### config.mk
export PLATFORM = sky130hd
export DESIGN_NAME = mpeg_audio_frame_scanner
export DESIGN_NICKNAME = d
export VERILOG_FILES = /design/src/rtl/core/mafs_pkg.sv /design/src/rtl/core/mafs_div.sv /design/src/rtl/core/mafs_dp.sv /design/src/rtl/core/mafs_ctrl.sv /design/src/rtl/core/mpeg_audio_frame_scanner.sv
export SDC_FILE = /design/constraint.sdc
export NUM_CORES = 1
export LEC_CHECK = 0
export BUFFER_PORTS_ARGS = -buffer_cell sky130_fd_sc_hd__buf_4
export CELL_PAD_IN_SITES_DETAIL_PLACEMENT = 1
export CELL_PAD_IN_SITES_GLOBAL_PLACEMENT = 1
export CORE_MARGIN = 2
export CORE_UTILIZATION = 25
export DETAILED_ROUTE_END_ITERATION = 10
export PLACE_DENSITY = 0.44
export RECOVER_POWER = 100
export SYNTH_ARGS = -nofsm -noshare
export SYNTH_HDL_FRONTEND = slang
export SYNTH_SLANG_ARGS = --single-unit
### constraint.sdc
create_clock -name i_clk -period 9.1 [get_ports i_clk]
set_input_delay 1.82 -clock i_clk [delete_from_list [all_inputs] [get_ports i_clk]]
set_output_delay 1.82 -clock i_clk [all_outputs]
set_load 0.1 [all_outputs]
### src/rtl/core/mafs_pkg.sv
// Shared types, constants and header decode tables for the MPEG audio frame scanner.
// No dependencies; every other file of the block but mafs_div refers to it by scoped names.
`default_nettype none
package mafs_pkg;

    localparam logic [7:0]  SYNC_BYTE = 8'hFF;
    localparam logic [7:0]  SYNC_MASK = 8'hE0;
    localparam logic [7:0]  CHR_I     = 8'h49;
    localparam logic [7:0]  CHR_D     = 8'h44;
    localparam logic [7:0]  CHR_3     = 8'h33;

    localparam logic [17:0] K_LAYER1  = 18'd12000;
    localparam logic [17:0] K_HALF    = 18'd72000;
    localparam logic [17:0] K_FULL    = 18'd144000;

    localparam logic [10:0] SPF_L1    = 11'd384;
    localparam logic [10:0] SPF_HALF  = 11'd576;
    localparam logic [10:0] SPF_FULL  = 11'd1152;
    localparam logic [15:0] HZ_MPEG1_MIN = 16'd32000;

    localparam logic [1:0]  VER_MPEG25 = 2'd0;
    localparam logic [1:0]  VER_RSVD   = 2'd1;
    localparam logic [1:0]  VER_MPEG2  = 2'd2;
    localparam logic [1:0]  VER_MPEG1  = 2'd3;

    localparam logic [1:0]  LAYER_1    = 2'd0;
    localparam logic [1:0]  LAYER_3    = 2'd2;
    localparam logic [1:0]  LAYER_NONE = 2'd3;

    localparam logic [10:0] LEN_MAX    = 11'd2047;
    localparam logic [23:0] SAT24      = 24'hFFFFFF;

    localparam logic [1:0]  DIV_HDR = 2'd0;
    localparam logic [1:0]  DIV_AVG = 2'd1;
    localparam logic [1:0]  DIV_DUR = 2'd2;

    typedef struct packed {
        logic       shift_in;
        logic       shift_drain;
        logic       skip_dec;
        logic       id3_load;
        logic       div_start;
        logic [1:0] div_sel;
        logic       frame_commit;
        logic       out_frame;
        logic       avg_store;
        logic       mul_store;
        logic       out_sum;
        logic       clear;
    } t_cmd;

    typedef struct packed {
        logic scan_en;
        logic drain_last;
        logic skip_nz;
        logic hdr_ok;
        logic id3_hit;
        logic div_busy;
        logic out_free;
        logic count_nz;
    } t_sts;

    // kbit/s by table row (version*3 + layer) and bitrate index
    function automatic logic [8:0] kbps(input logic [3:0] row, input logic [3:0] idx);
        logic [8:0] r;
        r = 9'd0;
        unique case (row)
            4'd0: begin
                unique case (idx)
                    4'd1: r = 9'd32;   4'd2: r = 9'd64;   4'd3: r = 9'd96;
                    4'd4: r = 9'd128;  4'd5: r = 9'd160;  4'd6: r = 9'd192;
                    4'd7: r = 9'd224;  4'd8: r = 9'd256;  4'd9: r = 9'd288;
                    4'd10: r = 9'd320; 4'd11: r = 9'd352; 4'd12: r = 9'd384;
                    4'd13: r = 9'd416; 4'd14: r = 9'd448;
                    default: r = 9'd0;
                endcase
            end
            4'd1: begin
                unique case (idx)
                    4'd1: r = 9'd32;   4'd2: r = 9'd48;   4'd3: r = 9'd56;
                    4'd4: r = 9'd64;   4'd5: r = 9'd80;   4'd6: r = 9'd96;
                    4'd7: r = 9'd112;  4'd8: r = 9'd128;  4'd9: r = 9'd160;
                    4'd10: r = 9'd192; 4'd11: r = 9'd224; 4'd12: r = 9'd256;
                    4'd13: r = 9'd320; 4'd14: r = 9'd384;
                    default: r = 9'd0;
                endcase
            end
            4'd2: begin
                unique case (idx)
                    4'd1: r = 9'd32;   4'd2: r = 9'd40;   4'd3: r = 9'd48;
                    4'd4: r = 9'd56;   4'd5: r = 9'd64;   4'd6: r = 9'd80;
                    4'd7: r = 9'd96;   4'd8: r = 9'd112;  4'd9: r = 9'd128;
                    4'd10: r = 9'd160; 4'd11: r = 9'd192; 4'd12: r = 9'd224;
                    4'd13: r = 9'd256; 4'd14: r = 9'd320;
                    default: r = 9'd0;
                endcase
            end
            4'd3, 4'd6: begin
                unique case (idx)
                    4'd1: r = 9'd32;   4'd2: r = 9'd48;   4'd3: r = 9'd56;
                    4'd4: r = 9'd64;   4'd5: r = 9'd80;   4'd6: r = 9'd96;
                    4'd7: r = 9'd112;  4'd8: r = 9'd128;  4'd9: r = 9'd144;
                    4'd10: r = 9'd160; 4'd11: r = 9'd176; 4'd12: r = 9'd192;
                    4'd13: r = 9'd224; 4'd14: r = 9'd256;
                    default: r = 9'd0;
                endcase
            end
            4'd4, 4'd5, 4'd7, 4'd8: begin
                unique case (idx)
                    4'd1: r = 9'd8;    4'd2: r = 9'd16;   4'd3: r = 9'd24;
                    4'd4: r = 9'd32;   4'd5: r = 9'd40;   4'd6: r = 9'd48;
                    4'd7: r = 9'd56;   4'd8: r = 9'd64;   4'd9: r = 9'd80;
                    4'd10: r = 9'd96;  4'd11: r = 9'd112; 4'd12: r = 9'd128;
                    4'd13: r = 9'd144; 4'd14: r = 9'd160;
                    default: r = 9'd0;
                endcase
            end
            default: r = 9'd0;
        endcase
        return r;
    endfunction

    // sample rate in Hz by version row (0 MPEG-1, 1 MPEG-2, 2 MPEG-2.5) and index
    function automatic logic [15:0] hz(input logic [1:0] vi, input logic [1:0] idx);
        logic [15:0] r;
        r = 16'd0;
        unique case ({vi, idx})
            4'b0000: r = 16'd44100;
            4'b0001: r = 16'd48000;
            4'b0010: r = 16'd32000;
            4'b0100: r = 16'd22050;
            4'b0101: r = 16'd24000;
            4'b0110: r = 16'd16000;
            4'b1000: r = 16'd11025;
            4'b1001: r = 16'd12000;
            4'b1010: r = 16'd8000;
            default: r = 16'd0;
        endcase
        return r;
    endfunction

endpackage
`default_nettype wire

### src/rtl/core/mafs_div.sv
// Restoring divider, one quotient bit per cycle, registered quotient.
// Uses no package; instantiated by mafs_dp.
`default_nettype none
module mafs_div #(
    parameter int DW = 35,
    parameter int VW = 24
) (
    input  wire logic          i_clk,
    input  wire logic          i_rst_n,
    input  wire logic          i_start,
    input  wire logic [DW-1:0] i_dividend,
    input  wire logic [VW-1:0] i_divisor,
    output logic               o_busy,
    output logic [DW-1:0]      o_quotient
);
    localparam int CW = $clog2(DW + 1);

    logic [VW-1:0] r_rem, n_rem;
    logic [DW-1:0] r_quo, n_quo;
    logic [VW-1:0] r_dvs;
    logic [CW-1:0] r_cnt;
    logic [VW:0]   trial;
    logic          ge;

    assign trial = {r_rem, r_quo[DW-1]};
    assign ge    = trial >= {1'b0, r_dvs};

    always_comb begin
        n_rem = ge ? VW'(trial - {1'b0, r_dvs}) : trial[VW-1:0];
        n_quo = {r_quo[DW-2:0], ge};
    end

    always_ff @(posedge i_clk) begin
        if (!i_rst_n) begin
            r_cnt <= '0;
        end else if (i_start) begin
            r_cnt <= CW'(DW);
        end else if (r_cnt != '0) begin
            r_cnt <= r_cnt - 1'b1;
        end
    end

    always_ff @(posedge i_clk) begin
        if (i_start) begin
            r_rem <= '0;
            r_quo <= i_dividend;
            r_dvs <= i_divisor;
        end else if (r_cnt != '0) begin
            r_rem <= n_rem;
            r_quo <= n_quo;
        end
    end

    assign o_busy     = r_cnt != '0;
    assign o_quotient = r_quo;
endmodule
`default_nettype wire

### src/rtl/core/mafs_dp.sv
// Datapath: lookahead window, header decode, skip and lock state, counters,
// shared divider and result register. Depends on mafs_pkg and mafs_div.
`default_nettype none
module mafs_dp #(
    parameter int WINDOW_BYTES = 10,
    parameter int COUNT_BITS   = 24
) (
    input  wire logic             i_clk,
    input  wire logic             i_rst_n,
    input  wire mafs_pkg::t_cmd   i_cmd,
    output mafs_pkg::t_sts        o_sts,
    input  wire logic [7:0]       i_data_byte,
    output logic                  o_valid,
    input  wire logic             i_stall,
    output logic                  o_result_kind,
    output logic [31:0]           o_frame_offset,
    output logic [10:0]           o_frame_length,
    output logic [8:0]            o_frame_bitrate,
    output logic [23:0]           o_total_frames,
    output logic [8:0]            o_average_bitrate,
    output logic [23:0]           o_duration_seconds,
    output logic [15:0]           o_sample_rate,
    output logic [1:0]            o_layer_code,
    output logic                  o_is_last
);
    localparam int W   = WINDOW_BYTES;
    localparam int CB  = COUNT_BITS;
    localparam int FW  = $clog2(W + 1);
    localparam int SW  = $clog2(W);
    localparam int DW  = CB + 11;
    localparam int VW  = CB;
    localparam int SMW = CB + 9;
    localparam logic [31:0] POS_INIT = ~32'(W) + 32'd1;
    localparam logic [CB-1:0] CNT_MAX = '1;

    logic [7:0]     r_win [W];
    logic [FW-1:0]  r_fill;
    logic [SW-1:0]  r_ds;
    logic [31:0]    r_pos;
    logic [28:0]    r_skip;
    logic           r_lock;
    logic [1:0]     r_lly;
    logic [15:0]    r_lhz;
    logic [CB-1:0]  r_cnt;
    logic [SMW-1:0] r_sum;
    logic [8:0]     r_hbr;
    logic [1:0]     r_hly;
    logic [15:0]    r_hhz;
    logic           r_hpad;
    logic [8:0]     r_avg;
    logic [DW-1:0]  r_mul;

    logic           r_o_valid;

    // ---- header decode at the window head
    logic [7:0]  h0, h1, h2;
    logic [1:0]  vi, ly;
    logic        ver_ok;
    logic [8:0]  br;
    logic [15:0] hzv;
    logic [17:0] kmul;
    logic [26:0] num;
    logic [FW:0] df_sum;

    assign h0 = r_win[0];
    assign h1 = r_win[1];
    assign h2 = r_win[2];
    assign ly = 2'd3 - h1[2:1];

    always_comb begin
        ver_ok = 1'b1;
        unique case (h1[4:3])
            mafs_pkg::VER_MPEG1:  vi = 2'd0;
            mafs_pkg::VER_MPEG2:  vi = 2'd1;
            mafs_pkg::VER_MPEG25: vi = 2'd2;
            default: begin
                vi     = 2'd0;
                ver_ok = 1'b0;
            end
        endcase
    end

    assign br  = mafs_pkg::kbps(4'(vi) * 4'd3 + 4'(ly), h2[7:4]);
    assign hzv = mafs_pkg::hz(vi, h2[3:2]);

    always_comb begin
        if (ly == mafs_pkg::LAYER_1)
            kmul = mafs_pkg::K_LAYER1;
        else if (ly == mafs_pkg::LAYER_3 && vi != 2'd0)
            kmul = mafs_pkg::K_HALF;
        else
            kmul = mafs_pkg::K_FULL;
    end
    assign num = 27'(kmul) * 27'(br);

    assign df_sum = (FW+1)'(r_ds) + (FW+1)'(r_fill);

    assign o_sts.scan_en    = (r_ds == '0) ? (r_fill == FW'(W)) : (df_sum >= (FW+1)'(W));
    assign o_sts.drain_last = r_ds == SW'(W - 1);
    assign o_sts.skip_nz    = r_skip != '0;
    assign o_sts.hdr_ok     = h0 == mafs_pkg::SYNC_BYTE
                            && (h1 & mafs_pkg::SYNC_MASK) == mafs_pkg::SYNC_MASK
                            && ver_ok && ly != mafs_pkg::LAYER_NONE
                            && !(r_lock && ly != r_lly)
                            && !(r_lhz != 16'd0 && hzv != r_lhz)
                            && br != 9'd0 && hzv != 16'd0;
    assign o_sts.id3_hit    = h1 == mafs_pkg::CHR_D
                            && ((h0 == mafs_pkg::CHR_I && h2 == mafs_pkg::CHR_3)
                             || (h0 == mafs_pkg::CHR_3 && h2 == mafs_pkg::CHR_I));
    assign o_sts.count_nz   = r_cnt != '0;
    assign o_sts.out_free   = !r_o_valid || !i_stall;

    // ---- shared divider
    logic [DW-1:0] div_a;
    logic [VW-1:0] div_b;
    logic [DW-1:0] quo;
    logic          div_busy;

    always_comb begin
        unique case (i_cmd.div_sel)
            mafs_pkg::DIV_HDR: begin
                div_a = DW'(num);
                div_b = VW'(hzv);
            end
            mafs_pkg::DIV_AVG: begin
                div_a = DW'({r_sum, 1'b0}) + DW'(r_cnt);
                div_b = r_cnt;
            end
            default: begin
                div_a = r_mul;
                div_b = VW'(r_lhz);
            end
        endcase
    end

    mafs_div #(.DW(DW), .VW(VW)) u_div (
        .i_clk      (i_clk),
        .i_rst_n    (i_rst_n),
        .i_start    (i_cmd.div_start),
        .i_dividend (div_a),
        .i_divisor  (div_b),
        .o_busy     (div_busy),
        .o_quotient (quo)
    );
    assign o_sts.div_busy = div_busy;

    // ---- frame commit values
    logic [13:0]   q_pad;
    logic [14:0]   fsize;
    logic [CB-1:0] cnt_after;
    logic          cnt_room;
    logic [31:0]   cnt32;
    logic [23:0]   tot_sat;
    logic [10:0]   spf;

    assign q_pad     = 14'(quo[12:0]) + 14'(r_hpad);
    assign fsize     = (r_hly == mafs_pkg::LAYER_1) ? {q_pad[12:0], 2'b00} : 15'(q_pad);
    assign cnt_room  = r_cnt != CNT_MAX;
    assign cnt_after = cnt_room ? r_cnt + 1'b1 : r_cnt;
    assign cnt32     = i_cmd.out_frame ? 32'(cnt_after) : 32'(r_cnt);
    assign tot_sat   = (cnt32 > 32'(mafs_pkg::SAT24)) ? mafs_pkg::SAT24 : cnt32[23:0];

    always_comb begin
        if (r_lly == mafs_pkg::LAYER_1)
            spf = mafs_pkg::SPF_L1;
        else if (r_lly == mafs_pkg::LAYER_3 && r_lhz < mafs_pkg::HZ_MPEG1_MIN)
            spf = mafs_pkg::SPF_HALF;
        else
            spf = mafs_pkg::SPF_FULL;
    end

    // ---- window and scan state
    always_ff @(posedge i_clk) begin
        if (!i_rst_n || i_cmd.clear) begin
            for (int k = 0; k < W; k++) r_win[k] <= 8'd0;
        end else if (i_cmd.shift_in || i_cmd.shift_drain) begin
            for (int k = 0; k < W - 1; k++) r_win[k] <= r_win[k+1];
            r_win[W-1] <= i_cmd.shift_in ? i_data_byte : 8'd0;
        end
    end

    always_ff @(posedge i_clk) begin
        if (!i_rst_n || i_cmd.clear) begin
            r_fill <= '0;
            r_ds   <= '0;
            r_pos  <= POS_INIT;
            r_skip <= '0;
            r_lock <= 1'b0;
            r_lly  <= 2'd0;
            r_lhz  <= 16'd0;
            r_cnt  <= '0;
            r_sum  <= '0;
        end else begin
            if (i_cmd.shift_in) begin
                r_ds <= '0;
                if (r_fill != FW'(W)) r_fill <= r_fill + 1'b1;
            end else if (i_cmd.shift_drain) begin
                r_ds <= r_ds + 1'b1;
            end
            if (i_cmd.shift_in || i_cmd.shift_drain) r_pos <= r_pos + 32'd1;
            if (i_cmd.skip_dec) begin
                r_skip <= r_skip - 29'd1;
            end else if (i_cmd.id3_load) begin
                r_skip <= 29'({r_win[6][6:0], r_win[7][6:0], r_win[8][6:0],
                               r_win[9][6:0]}) + 29'd9;
            end else if (i_cmd.frame_commit) begin
                r_skip <= 29'(fsize) - 29'd1;
            end
            if (i_cmd.frame_commit) begin
                r_lock <= 1'b1;
                r_lly  <= r_hly;
                r_lhz  <= r_hhz;
                r_cnt  <= cnt_after;
                if (cnt_room) r_sum <= r_sum + SMW'(r_hbr);
            end
        end
    end

    // hold the decoded header while the size division runs
    always_ff @(posedge i_clk) begin
        if (i_cmd.div_start && i_cmd.div_sel == mafs_pkg::DIV_HDR) begin
            r_hbr  <= br;
            r_hly  <= ly;
            r_hhz  <= hzv;
            r_hpad <= h2[1];
        end
        if (i_cmd.avg_store) r_avg <= quo[9:1];
        if (i_cmd.mul_store) r_mul <= DW'(spf) * DW'(r_cnt);
    end

    // ---- result register
    logic rate_nz;
    assign rate_nz = r_lhz != 16'd0;

    always_ff @(posedge i_clk) begin
        if (!i_rst_n) begin
            r_o_valid <= 1'b0;
        end else if (i_cmd.out_frame || i_cmd.out_sum) begin
            r_o_valid <= 1'b1;
        end else if (!i_stall) begin
            r_o_valid <= 1'b0;
        end
    end

    always_ff @(posedge i_clk) begin
        if (i_cmd.out_frame) begin
            o_result_kind      <= 1'b0;
            o_frame_offset     <= r_pos;
            o_frame_length     <= (fsize > 15'(mafs_pkg::LEN_MAX)) ? mafs_pkg::LEN_MAX
                                                                  : fsize[10:0];
            o_frame_bitrate    <= r_hbr;
            o_total_frames     <= tot_sat;
            o_average_bitrate  <= 9'd0;
            o_duration_seconds <= 24'd0;
            o_sample_rate      <= r_hhz;
            o_layer_code       <= r_hly;
            o_is_last          <= 1'b0;
        end else if (i_cmd.out_sum) begin
            o_result_kind      <= 1'b1;
            o_frame_offset     <= 32'd0;
            o_frame_length     <= 11'd0;
            o_frame_bitrate    <= 9'd0;
            o_total_frames     <= tot_sat;
            o_average_bitrate  <= o_sts.count_nz ? r_avg : 9'd0;
            if (o_sts.count_nz && rate_nz)
                o_duration_seconds <= (quo > DW'(mafs_pkg::SAT24)) ? mafs_pkg::SAT24
                                                                   : quo[23:0];
            else
                o_duration_seconds <= 24'd0;
            o_sample_rate      <= r_lhz;
            o_layer_code       <= r_lock ? r_lly : mafs_pkg::LAYER_NONE;
            o_is_last          <= 1'b1;
        end
    end

    assign o_valid = r_o_valid;
endmodule
`default_nettype wire

### src/rtl/core/mafs_ctrl.sv
// Controller state machine: sequences byte intake, scan, drain and summary.
// Depends on mafs_pkg; drives mafs_dp through t_cmd and reads t_sts.
`default_nettype none
module mafs_ctrl (
    input  wire logic           i_clk,
    input  wire logic           i_rst_n,
    input  wire logic           i_valid,
    input  wire logic           i_end_of_file,
    output logic                o_stall,
    input  wire mafs_pkg::t_sts i_sts,
    output mafs_pkg::t_cmd      o_cmd
);
    localparam logic [2:0] S_IDLE  = 3'd0;
    localparam logic [2:0] S_EVAL  = 3'd1;
    localparam logic [2:0] S_HDIV  = 3'd2;
    localparam logic [2:0] S_FRAME = 3'd3;
    localparam logic [2:0] S_SUM   = 3'd4;
    localparam logic [2:0] S_AVG   = 3'd5;
    localparam logic [2:0] S_MUL   = 3'd6;
    localparam logic [2:0] S_DUR   = 3'd7;

    logic [2:0] r_state, n_state;
    logic       r_eof, r_emitted, r_sum_pend;
    logic       n_eof, n_emitted, n_sum_pend;
    logic       adv;

    always_comb begin
        o_cmd      = '0;
        n_state    = r_state;
        n_eof      = r_eof;
        n_emitted  = r_emitted;
        n_sum_pend = r_sum_pend;
        adv        = 1'b0;
        unique case (r_state)
            S_IDLE: begin
                if (i_valid) begin
                    o_cmd.shift_in = 1'b1;
                    n_eof          = i_end_of_file;
                    n_emitted      = 1'b0;
                    n_state        = S_EVAL;
                end
            end
            S_EVAL: begin
                priority if (!i_sts.scan_en) begin
                    adv = 1'b1;
                end else if (i_sts.skip_nz) begin
                    o_cmd.skip_dec = 1'b1;
                    adv            = 1'b1;
                end else if (i_sts.hdr_ok) begin
                    o_cmd.div_start = 1'b1;
                    o_cmd.div_sel   = mafs_pkg::DIV_HDR;
                    n_state         = S_HDIV;
                end else if (i_sts.id3_hit) begin
                    o_cmd.id3_load = 1'b1;
                    adv            = 1'b1;
                end else begin
                    adv = 1'b1;
                end
            end
            S_HDIV: begin
                if (!i_sts.div_busy) n_state = S_FRAME;
            end
            S_FRAME: begin
                // only the first frame of a step is reported, and only it waits for the result slot
                if (r_emitted || i_sts.out_free) begin
                    o_cmd.frame_commit = 1'b1;
                    o_cmd.out_frame    = !r_emitted;
                    n_emitted          = 1'b1;
                    adv                = 1'b1;
                end
            end
            S_SUM: begin
                if (r_sum_pend) begin
                    if (i_sts.out_free) begin
                        o_cmd.out_sum = 1'b1;
                        o_cmd.clear   = 1'b1;
                        n_sum_pend    = 1'b0;
                        n_state       = S_IDLE;
                    end
                end else if (i_sts.count_nz) begin
                    o_cmd.div_start = 1'b1;
                    o_cmd.div_sel   = mafs_pkg::DIV_AVG;
                    n_state         = S_AVG;
                end else begin
                    n_sum_pend = 1'b1;
                end
            end
            S_AVG: begin
                if (!i_sts.div_busy) begin
                    o_cmd.avg_store = 1'b1;
                    o_cmd.mul_store = 1'b1;
                    n_state         = S_MUL;
                end
            end
            S_MUL: begin
                o_cmd.div_start = 1'b1;
                o_cmd.div_sel   = mafs_pkg::DIV_DUR;
                n_state         = S_DUR;
            end
            S_DUR: begin
                o_cmd.div_sel = mafs_pkg::DIV_DUR;
                if (!i_sts.div_busy) begin
                    n_sum_pend = 1'b1;
                    n_state    = S_SUM;
                end
            end
            default: n_state = S_IDLE;
        endcase

        // advance: next drain position, summary, or back to intake
        if (adv) begin
            if (r_eof) begin
                if (i_sts.drain_last) begin
                    n_state = S_SUM;
                end else begin
                    o_cmd.shift_drain = 1'b1;
                    n_state           = S_EVAL;
                end
            end else begin
                n_state = S_IDLE;
            end
        end
    end

    always_ff @(posedge i_clk) begin
        if (!i_rst_n) begin
            r_state    <= S_IDLE;
            r_eof      <= 1'b0;
            r_emitted  <= 1'b0;
            r_sum_pend <= 1'b0;
        end else begin
            r_state    <= n_state;
            r_eof      <= n_eof;
            r_emitted  <= n_emitted;
            r_sum_pend <= n_sum_pend;
        end
    end

    assign o_stall = r_state != S_IDLE;
endmodule
`default_nettype wire

### src/rtl/core/mpeg_audio_frame_scanner.sv
// Top level of the MPEG audio frame scanner: controller plus datapath.
// Depends on mafs_pkg, mafs_ctrl, mafs_dp (which holds mafs_div).
//
//  Channel | Direction | Handshake          | Payload
//  --------+-----------+--------------------+---------------------------------------
//  input   | in        | i_valid / o_stall  | i_data_byte, i_end_of_file
//  result  | out       | o_valid / i_stall  | o_result_kind ... o_is_last (10 fields)
//
// Each byte is taken into the window, and then the scan position at the window
// head is evaluated. A frame header adds a division in the bit-serial divider,
// which computes the frame size. The last byte adds up to WINDOW_BYTES-1 more
// evaluations (each one a header division at most) and a summary that runs two
// divisions, for the average bitrate and the duration.
// Reset is synchronous and active low; the block also returns to reset state
// after each summary. The result register frees the input side: bytes keep
// flowing while a transaction waits; only emitting a new result stalls.
`default_nettype none
module mpeg_audio_frame_scanner #(
    parameter int WINDOW_BYTES = 10,
    parameter int COUNT_BITS   = 24
) (
    input  wire logic        i_clk,
    input  wire logic        i_rst_n,
    input  wire logic        i_valid,
    output logic             o_stall,
    input  wire logic [7:0]  i_data_byte,
    input  wire logic        i_end_of_file,
    output logic             o_valid,
    input  wire logic        i_stall,
    output logic             o_result_kind,
    output logic [31:0]      o_frame_offset,
    output logic [10:0]      o_frame_length,
    output logic [8:0]       o_frame_bitrate,
    output logic [23:0]      o_total_frames,
    output logic [8:0]       o_average_bitrate,
    output logic [23:0]      o_duration_seconds,
    output logic [15:0]      o_sample_rate,
    output logic [1:0]       o_layer_code,
    output logic             o_is_last
);
    mafs_pkg::t_cmd cmd;
    mafs_pkg::t_sts sts;

    // sequence intake, scanning, drain and summary
    mafs_ctrl u_ctrl (
        .i_clk         (i_clk),
        .i_rst_n       (i_rst_n),
        .i_valid       (i_valid),
        .i_end_of_file (i_end_of_file),
        .o_stall       (o_stall),
        .i_sts         (sts),
        .o_cmd         (cmd)
    );

    // window, decode, divider and result register
    mafs_dp #(
        .WINDOW_BYTES (WINDOW_BYTES),
        .COUNT_BITS   (COUNT_BITS)
    ) u_dp (
        .i_clk              (i_clk),
        .i_rst_n            (i_rst_n),
        .i_cmd              (cmd),
        .o_sts              (sts),
        .i_data_byte        (i_data_byte),
        .o_valid            (o_valid),
        .i_stall            (i_stall),
        .o_result_kind      (o_result_kind),
        .o_frame_offset     (o_frame_offset),
        .o_frame_length     (o_frame_length),
        .o_frame_bitrate    (o_frame_bitrate),
        .o_total_frames     (o_total_frames),
        .o_average_bitrate  (o_average_bitrate),
        .o_duration_seconds (o_duration_seconds),
        .o_sample_rate      (o_sample_rate),
        .o_layer_code       (o_layer_code),
        .o_is_last          (o_is_last)
    );
endmodule
`default_nettype wire
==> summary.md, run 1 <==
| Metric | Value |
|---|---|
| Outcome | `finished, violations left` |
| Failing checks | `max-capacitance violations, max-slew violations` |
| Worst-Skew Late Latency | `between 0.6 and 0.7 ns` |
| R2r startpoint | `u_dp.r_win[0][10]` |
| Syn_area_per_cell | `9.296 µm²` |
| Core Rows | `roughly 130` |
| Slowest CP cell | `a2111oi_0` |
| Primary FF master, synth | `edfxtp_1` |
| Yosys reg bits | `500` |
| Number of CTS-inserted buffers | `68` |
| Die W | `roughly 370 µm` |
| RePlAce Congestion | `about 0.83` |
| Total grt overflow | `0` |
| First-pass GRT wire length | `around 180 mm` |
| CTS Hold Bufs | `0` |
| DR vias/cell | `4.781` |
| Endpoints failing hold | `0` |
| Number of enable flip-flop cells after synthesis | `~290` |
| Area growth from synthesis to layout | `14.39%` |
| Hold Crit Depth | `2` |
| Crit path arrival time | `roughly 9 ns` |
| Syn Std Cell Area | `roughly 0.033 mm²` |
| PwrDens | `284.7 mW/mm²` |
| Sinks on Clock Net | `500` |
| RSZ-0062 raised after global routing | `no` |
| CP Max Fanout | `14` |
| Asr flop ratio synth | `0` |
| Most frequent cells in the layout | `nand2_1 (407), nor2_1 (309), edfxtp_1 (289)` |
| NumNets Final | `a little under 4000` |
| WS Path Type | `reg -> reg` |
| Placed cell area | `approximately 0.036 mm²` |
| HP Start | `u_dp.o_duration_seconds[15]` |
| CTS tree | `built` |
| R2r endpoint | `u_dp.u_div.o_quotient[25]` |
| Deepest clock path buffer count | `3` |
| Die height | `approximately 370 µm` |
| Initial Util | `0.2521` |
| Final Slew Violations | `602` |
| Routed wire length | `between 100 and 150 mm` |
| MaxCap Viol Count | `14` |
| Startpoint types | `flop` |
| Setup Buffers After CTS | `0` |
| Final TNS setup | `0 ns` |
| Layout cells sized above 1 | `0.05516` |
| Total track usage | `0.1758` |
| Synthesized instance count | `around 3500` |
| Core Area | `approximately 0.13 mm²` |
| Leakage | `about 0.016 µW` |
| DRC errors left | `0` |
| Post-Layout Inst Area | `about 0.037 mm²` |
| Worst Setup SP | `u_dp.r_win[0][10]` |
| Worst min-delay path category | `reg -> reg` |
| Clock Skews | `0.03351 ns` |
| R2R cell count | `27` |
| Yosys warns | `0` |
| Slew headroom | `-1.374` |
| Avg WL per Cell | `~22 µm` |
| Crit-path max cell delay | `about 0.85 ns` |
| Worst slew pin tran | `roughly 3.6 ns` |
| Crit. End Element | `flop` |
| CTS root buf | `clkbuf_16` |
| Vias in the first global route | `between 20000 and 30000` |
| Final min period | `about 8.3 ns` |
| Fill cells | `14970` |
| Detailed Place HPWL | `slightly below 90 mm` |
| Final setup viols | `0` |
| Worst Hold End | `u_dp.o_duration_seconds[15]` |
| Largest net degree at the start of global routing | `between 60 and 70` |
| Unique masters post-synth | `89` |
| Ports | `144` |
| First-pass DRT Iterations | `5` |
| Post-route ant nets | `0` |
| Antenna violations before repair | `8` |
| H-tree depth | `3` |
| Final period util | `0.9110` |
| DR iter-0 viols | `roughly 1700` |
| Die area | `~0.13 mm²` |
| Fmax | `120.6 MHz` |
| Flop2flop setup slack | `about 0.8 ns` |
| Commonest non-fill, non-tap cell in the layout | `nand2_1` |
| VDD IR max | `~0.14 mV` |
| Worst endpoint required time | `a little under 10 ns` |
| Port Buffers | `between 100 and 150` |
| Worst-path clk slew | `0.06 ns` |
| Seq/Total Area, Yosys | `0.3948` |
| Via count | `25853` |
| Post-CTS sizing | `0` |
## cell families (layout without fill, tap and decap cells)
kind of cell	count (synthesis)	in the layout	share of synthesized area
adders and majority gates	339	339	0.1541
other	1	8	0.0001147
buffers and inverters	434	577	0.05176
xor gates and xnor gates	235	235	0.06297
muxes	39	39	0.01221
AOI/OAI and AO/OA	670	670	0.1315
and+or+nand+nor	1298	1298	0.1926
DFF	500	500	0.3948
## critical path: cells and delay by family (launching register included)
| family | cells | cell delay [ns] |
|---|---|---|
| compound gates | 10 | 3.36 |
| xor+xnor | 1 | 0.14 |
| fa+ha+maj | 8 | 3.09 |
| buf+inv | 4 | 0.55 |
| flops | 1 | 0.47 |
| simple gates | 4 | 0.52 |
## metrics by stage
step                total power, µW  instances  utilization  setup WS, ns  hold WS, ns
floorplan                      6427       3519            -         1.633       0.4244
global placement               7986       5278       0.2755        0.9847       0.4441
detailed placement             7961       5278       0.2755        0.8865       0.4498
CTS                           10860       5404       0.2931        0.8493       0.4637
global route                  11400       5404       0.2883        0.2102       0.4792
finish                        10650       5408       0.2884        0.8100       0.4548
## layer usage
layer | part of all wire | up-vias | global-route usage | wire, µm
met5 | 0 | - | 0 | 0
met1 | 0.51 | 12868 | 0.2644 | 60320
met3 | 0.039 | 92 | 0.02400 | 4635
met4 | 0.017 | 0 | 0.04010 | 1955
met2 | 0.43 | 401 | 0.2636 | 50490
li1 | - | 12492 | - | -
## worst max-delay path by stage
stage	endpoint	slack, ns	depth (start not counted)
6_report	u_dp.u_div.o_quotient[25]	0.81	27
5_1_grt	u_dp.u_div.o_quotient[25]	0.21	27
4_1_cts	u_dp.u_div.o_quotient[23]	0.85	25
3_5_place_dp	u_dp.u_div.o_quotient[23]	0.89	25
3_3_place_gp	u_dp.u_div.o_quotient[23]	0.98	25
2_1_floorplan	u_dp.u_div.o_quotient[23]	1.63	26
## flip-flops by register name, summed over array words and instances (netlist names), 6 cells and up
| signal | cells |
|---|---|
| u_dp.r_win | 80 |
| u_dp.u_div.o_quotient | 35 |
| u_dp.o_frame_offset | 32 |
| u_dp.r_pos | 32 |
| u_dp.r_sum | 30 |
| u_dp.r_mul | 29 |
| u_dp.r_skip | 29 |
| u_dp.o_duration_seconds | 24 |
| u_dp.o_total_frames | 24 |
| u_dp.r_cnt | 24 |
| u_dp.u_div.r_dvs | 24 |
| u_dp.u_div.r_rem | 24 |
| u_dp.o_sample_rate | 14 |
| u_dp.r_hhz | 14 |
| u_dp.r_lhz | 14 |
| u_dp.o_frame_length | 11 |
| u_dp.o_average_bitrate | 9 |
| u_dp.r_avg | 9 |
| u_dp.o_frame_bitrate | 6 |
| u_dp.r_hbr | 6 |
| u_dp.u_div.r_cnt | 6 |
## cell type report
type                       count  area, µm²  share of cell area
clock buffer                  86       1831             0.04896
antenna                        4      10.01           0.0002677
timing repair buffer         202      970.9             0.02597
sequential                   500      12900              0.3451
multi-input combinational   2585      18110              0.4844
inverter                     249      935.9             0.02503
tap                         1742       2180             0.05830
clock inverter                40      447.9             0.01198
## report_power, final
| group | switching [µW] | total (µW) | leakage (µW) | internal [µW] |
|---|---|---|---|---|
| logic | 3060 | 4500 | 0.00992 | 1440 |
| registers | 467 | 3370 | 0.00452 | 2910 |
| clock network | 1140 | 2780 | 0.00111 | 1640 |
## synthesized netlist by cell type (all sizes together), types with 17 or more instances
library cell / number / share of area
fa: 106 / 0.065
a31oi: 34 / 0.0065
nor4: 31 / 0.0061
nor3: 67 / 0.011
a2111oi: 17 / 0.0051
a221oi: 17 / 0.0046
o21ai: 149 / 0.023
nor2: 310 / 0.036
nand2b: 23 / 0.0044
inv: 249 / 0.029
nor2b: 42 / 0.0080
or3: 24 / 0.0046
a22oi: 23 / 0.0053
ha: 233 / 0.089
a211oi: 34 / 0.0080
a21oi: 197 / 0.030
nand2: 407 / 0.047
and3: 44 / 0.0084
xor2: 88 / 0.024
clkbuf: 147 / 0.017
nand3: 99 / 0.015
mux2i: 32 / 0.0098
and2: 128 / 0.025
buf: 38 / 0.0063
edfxtp: 289 / 0.27
o211ai: 20 / 0.0046
nand4: 34 / 0.0065
xnor2: 147 / 0.039
a21o: 41 / 0.0094
dfxtp: 211 / 0.13
(Power assumes the default switching activity.)
==> inputs of run 2 (changes only) <==
- RECOVER_POWER: 100 -> not set
==> summary.md, run 2 (synthesis results as in run 1) <==
| Metric | Value |
|---|---|
| Post-route ant nets | `0` |
| Crit-path leading delay family | `adder cells` |
| Combinational Power Share | `0.428` |
| H-tree depth | `3` |
| Sw Share | `0.4359` |
| CTS tree | `built` |
| Sinks on Clock Net | `500` |
| Largest reg by FF count | `u_dp.r_win` |
| WS Path Type | `reg -> reg` |
| DRC errors left | `0` |
| Setup Buffers After CTS | `0` |
| Detailed Place HPWL | `86.80 mm` |
| Antenna violations before repair | `8` |
| Fmax | `121.4 MHz` |
| Deepest clock path buffer count | `3` |
| Clock Skews | `0.03008 ns` |
| Worst-path clk slew | `around 0.060 ns` |
| Most frequent cells in the layout | `nand2_1 (406), nor2_1 (309), edfxtp_1 (289)` |
| Port Buffers | `about 140` |
| DR iter-0 viols | `between 1500 and 2000` |
| MaxCap Viol Count | `0` |
| Die W | `approximately 370 µm` |
| Commonest non-fill, non-tap cell in the layout | `nand2_1` |
| Final setup viols | `0` |
| Bufs and invs on worst path | `3` |
| Max reg flops | `80` |
| Clock Power Share | `0.259` |
| Post-CTS sizing | `0` |
| VDD IR max | `between 0.1 and 0.15 mV` |
| Final min period | `~8 ns` |
| CP Max Fanout | `14` |
| Internal power | `6060 µW` |
| First-pass GRT wire length | `176.2 mm` |
| NetSw | `~4700 µW` |
| Worst-Skew Late Latency | `around 0.68 ns` |
| Die height | `365.6 µm` |
| RePlAce Congestion | `just over 0.8` |
| Final Slew Violations | `0` |
| RSZ-0062 raised after global routing | `no` |
| Final period util | `0.9055` |
| CTS Hold Bufs | `0` |
| Startpoint types | `flop` |
| Outcome | `finished clean` |
| CTS root buf | `clkbuf_16` |
| DR vias/cell | `approximately 4.8` |
| NumNets Final | `3958` |
| Place WS | `0.8865 ns` |
| Area growth from synthesis to layout | `16.25%` |
| Fill cells | `14883` |
| Total grt overflow | `0` |
| Core Rows | `about 130` |
| Worst min-delay path category | `reg -> reg` |
| Endpoints failing hold | `0` |
| Vias in the first global route | `between 20000 and 30000` |
| Reg power frac | `0.313` |
| Crit. End Element | `flop` |
| Ports | `~140` |
| Core Area | `around 0.13 mm²` |
| Die area | `approximately 0.13 mm²` |
| Initial Util | `0.2521` |
| Leakage | `0.01620 µW` |
| Largest net degree at the start of global routing | `63` |
| First-pass DRT Iterations | `5` |
| Crit path arrival time | `roughly 8.7 ns` |
| Setup ws final | `roughly 0.86 ns` |
| Avg WL per Cell | `~22 µm` |
| Via count | `roughly 26000` |
| Routed wire length | `between 100 and 150 mm` |
| Total track usage | `0.1758` |
| PwrDens | `roughly 280 mW/mm²` |
| Number of CTS-inserted buffers | `68` |
| Slowest CP cell | `a2111oi_0` |
| Slew headroom | `0.2603` |
| Worst slew pin tran | `1.110 ns` |
| Worst endpoint required time | `approximately 9.5 ns` |
| Final TNS setup | `0 ns` |
| Layout cells sized above 1 | `0.09803` |
| Crit-path max cell delay | `approximately 0.86 ns` |
-- run 2: cell types whose count changed in the layout (fill, tap and decap cells not counted), moves of 2 or more --
cell | previous run | this run
buf_4 | 55 | 202
clkbuf_1 | 157 | 13
and2_0 | 86 | 0
and2_1 | 42 | 128
o21ai_0 | 146 | 140
o21ai_1 | 2 | 6
diode_2 | 4 | 1
clkbuf_2 | 2 | 0
mux2_1 | 2 | 0
mux2_2 | 5 | 7
o21ai_2 | 1 | 3
-- run 2: metal layers --
metal	track usage	share of wire	vias to the layer above
li1	-	-	12497
met1	0.2644	0.52	12892
met5	0	0	-
met2	0.2636	0.43	399
met3	0.02400	0.035	91
met4	0.04010	0.016	0
-- run 2: per-stage QoR --
stage | utilization | total power [µW] | instance area, µm² | hold WS, ns | instances
after global routing | 0.2931 | 11480 | 37990 | 0.4811 | 5404
after floorplan | - | 6427 | 32700 | 0.4244 | 3519
after detailed placement | 0.2755 | 7961 | 35720 | 0.4498 | 5278
after CTS | 0.2931 | 10860 | 37990 | 0.4637 | 5404
final | 0.2931 | 10740 | 38000 | 0.4570 | 5405
after global placement | 0.2755 | 7986 | 35720 | 0.4441 | 5278
-- run 2: area by class of cell --
cell class                      instances  area, µm²  area share
Clock inverter                         40      447.9     0.01179
Timing Repair Buffer                  202       1516     0.03991
Multi-Input combinational cell       2585      18180      0.4785
Sequential cell                       500      12900      0.3396
Tap cell                             1742       2180     0.05736
Antenna cell                            1      2.502  0.00006586
Clock buffer                           86       1831     0.04818
Inverter                              249      937.1     0.02466
-- run 2: path summary, 6_finish.rpt --
path | startpoint | endpoint | slack, ns | cells after the start
worst max-delay path | u_dp.r_win[0][10] | u_dp.u_div.o_quotient[23] | 0.86 | 25
worst min-delay path | u_dp.o_duration_seconds[15] | u_dp.o_duration_seconds[15] | 0.46 | 2
worst max register to register | u_dp.r_win[0][10] | u_dp.u_div.o_quotient[23] | 0.86 | 25
worst min register to register | u_dp.o_duration_seconds[15] | u_dp.o_duration_seconds[15] | 0.46 | 2
-- run 2: power groups by stage --
stage                     logic [µW]  clock network, µW  registers, µW
final                           4600               2780           3370
after global routing            5080               2970           3420
after CTS                       4600               2890           3370
after detailed placement        4550                  0           3410
after global placement          4580                  0           3410
after floorplan                 2760                  0           3670
-- run 2: worst min-delay path: cells and delay by family, from the launching register on --
family | cells | cell delay, ns
flip-flops | 1 | 0.32
AND/OR/NAND/NOR | 1 | 0.05
AO/OA/AOI/OAI | 1 | 0.05
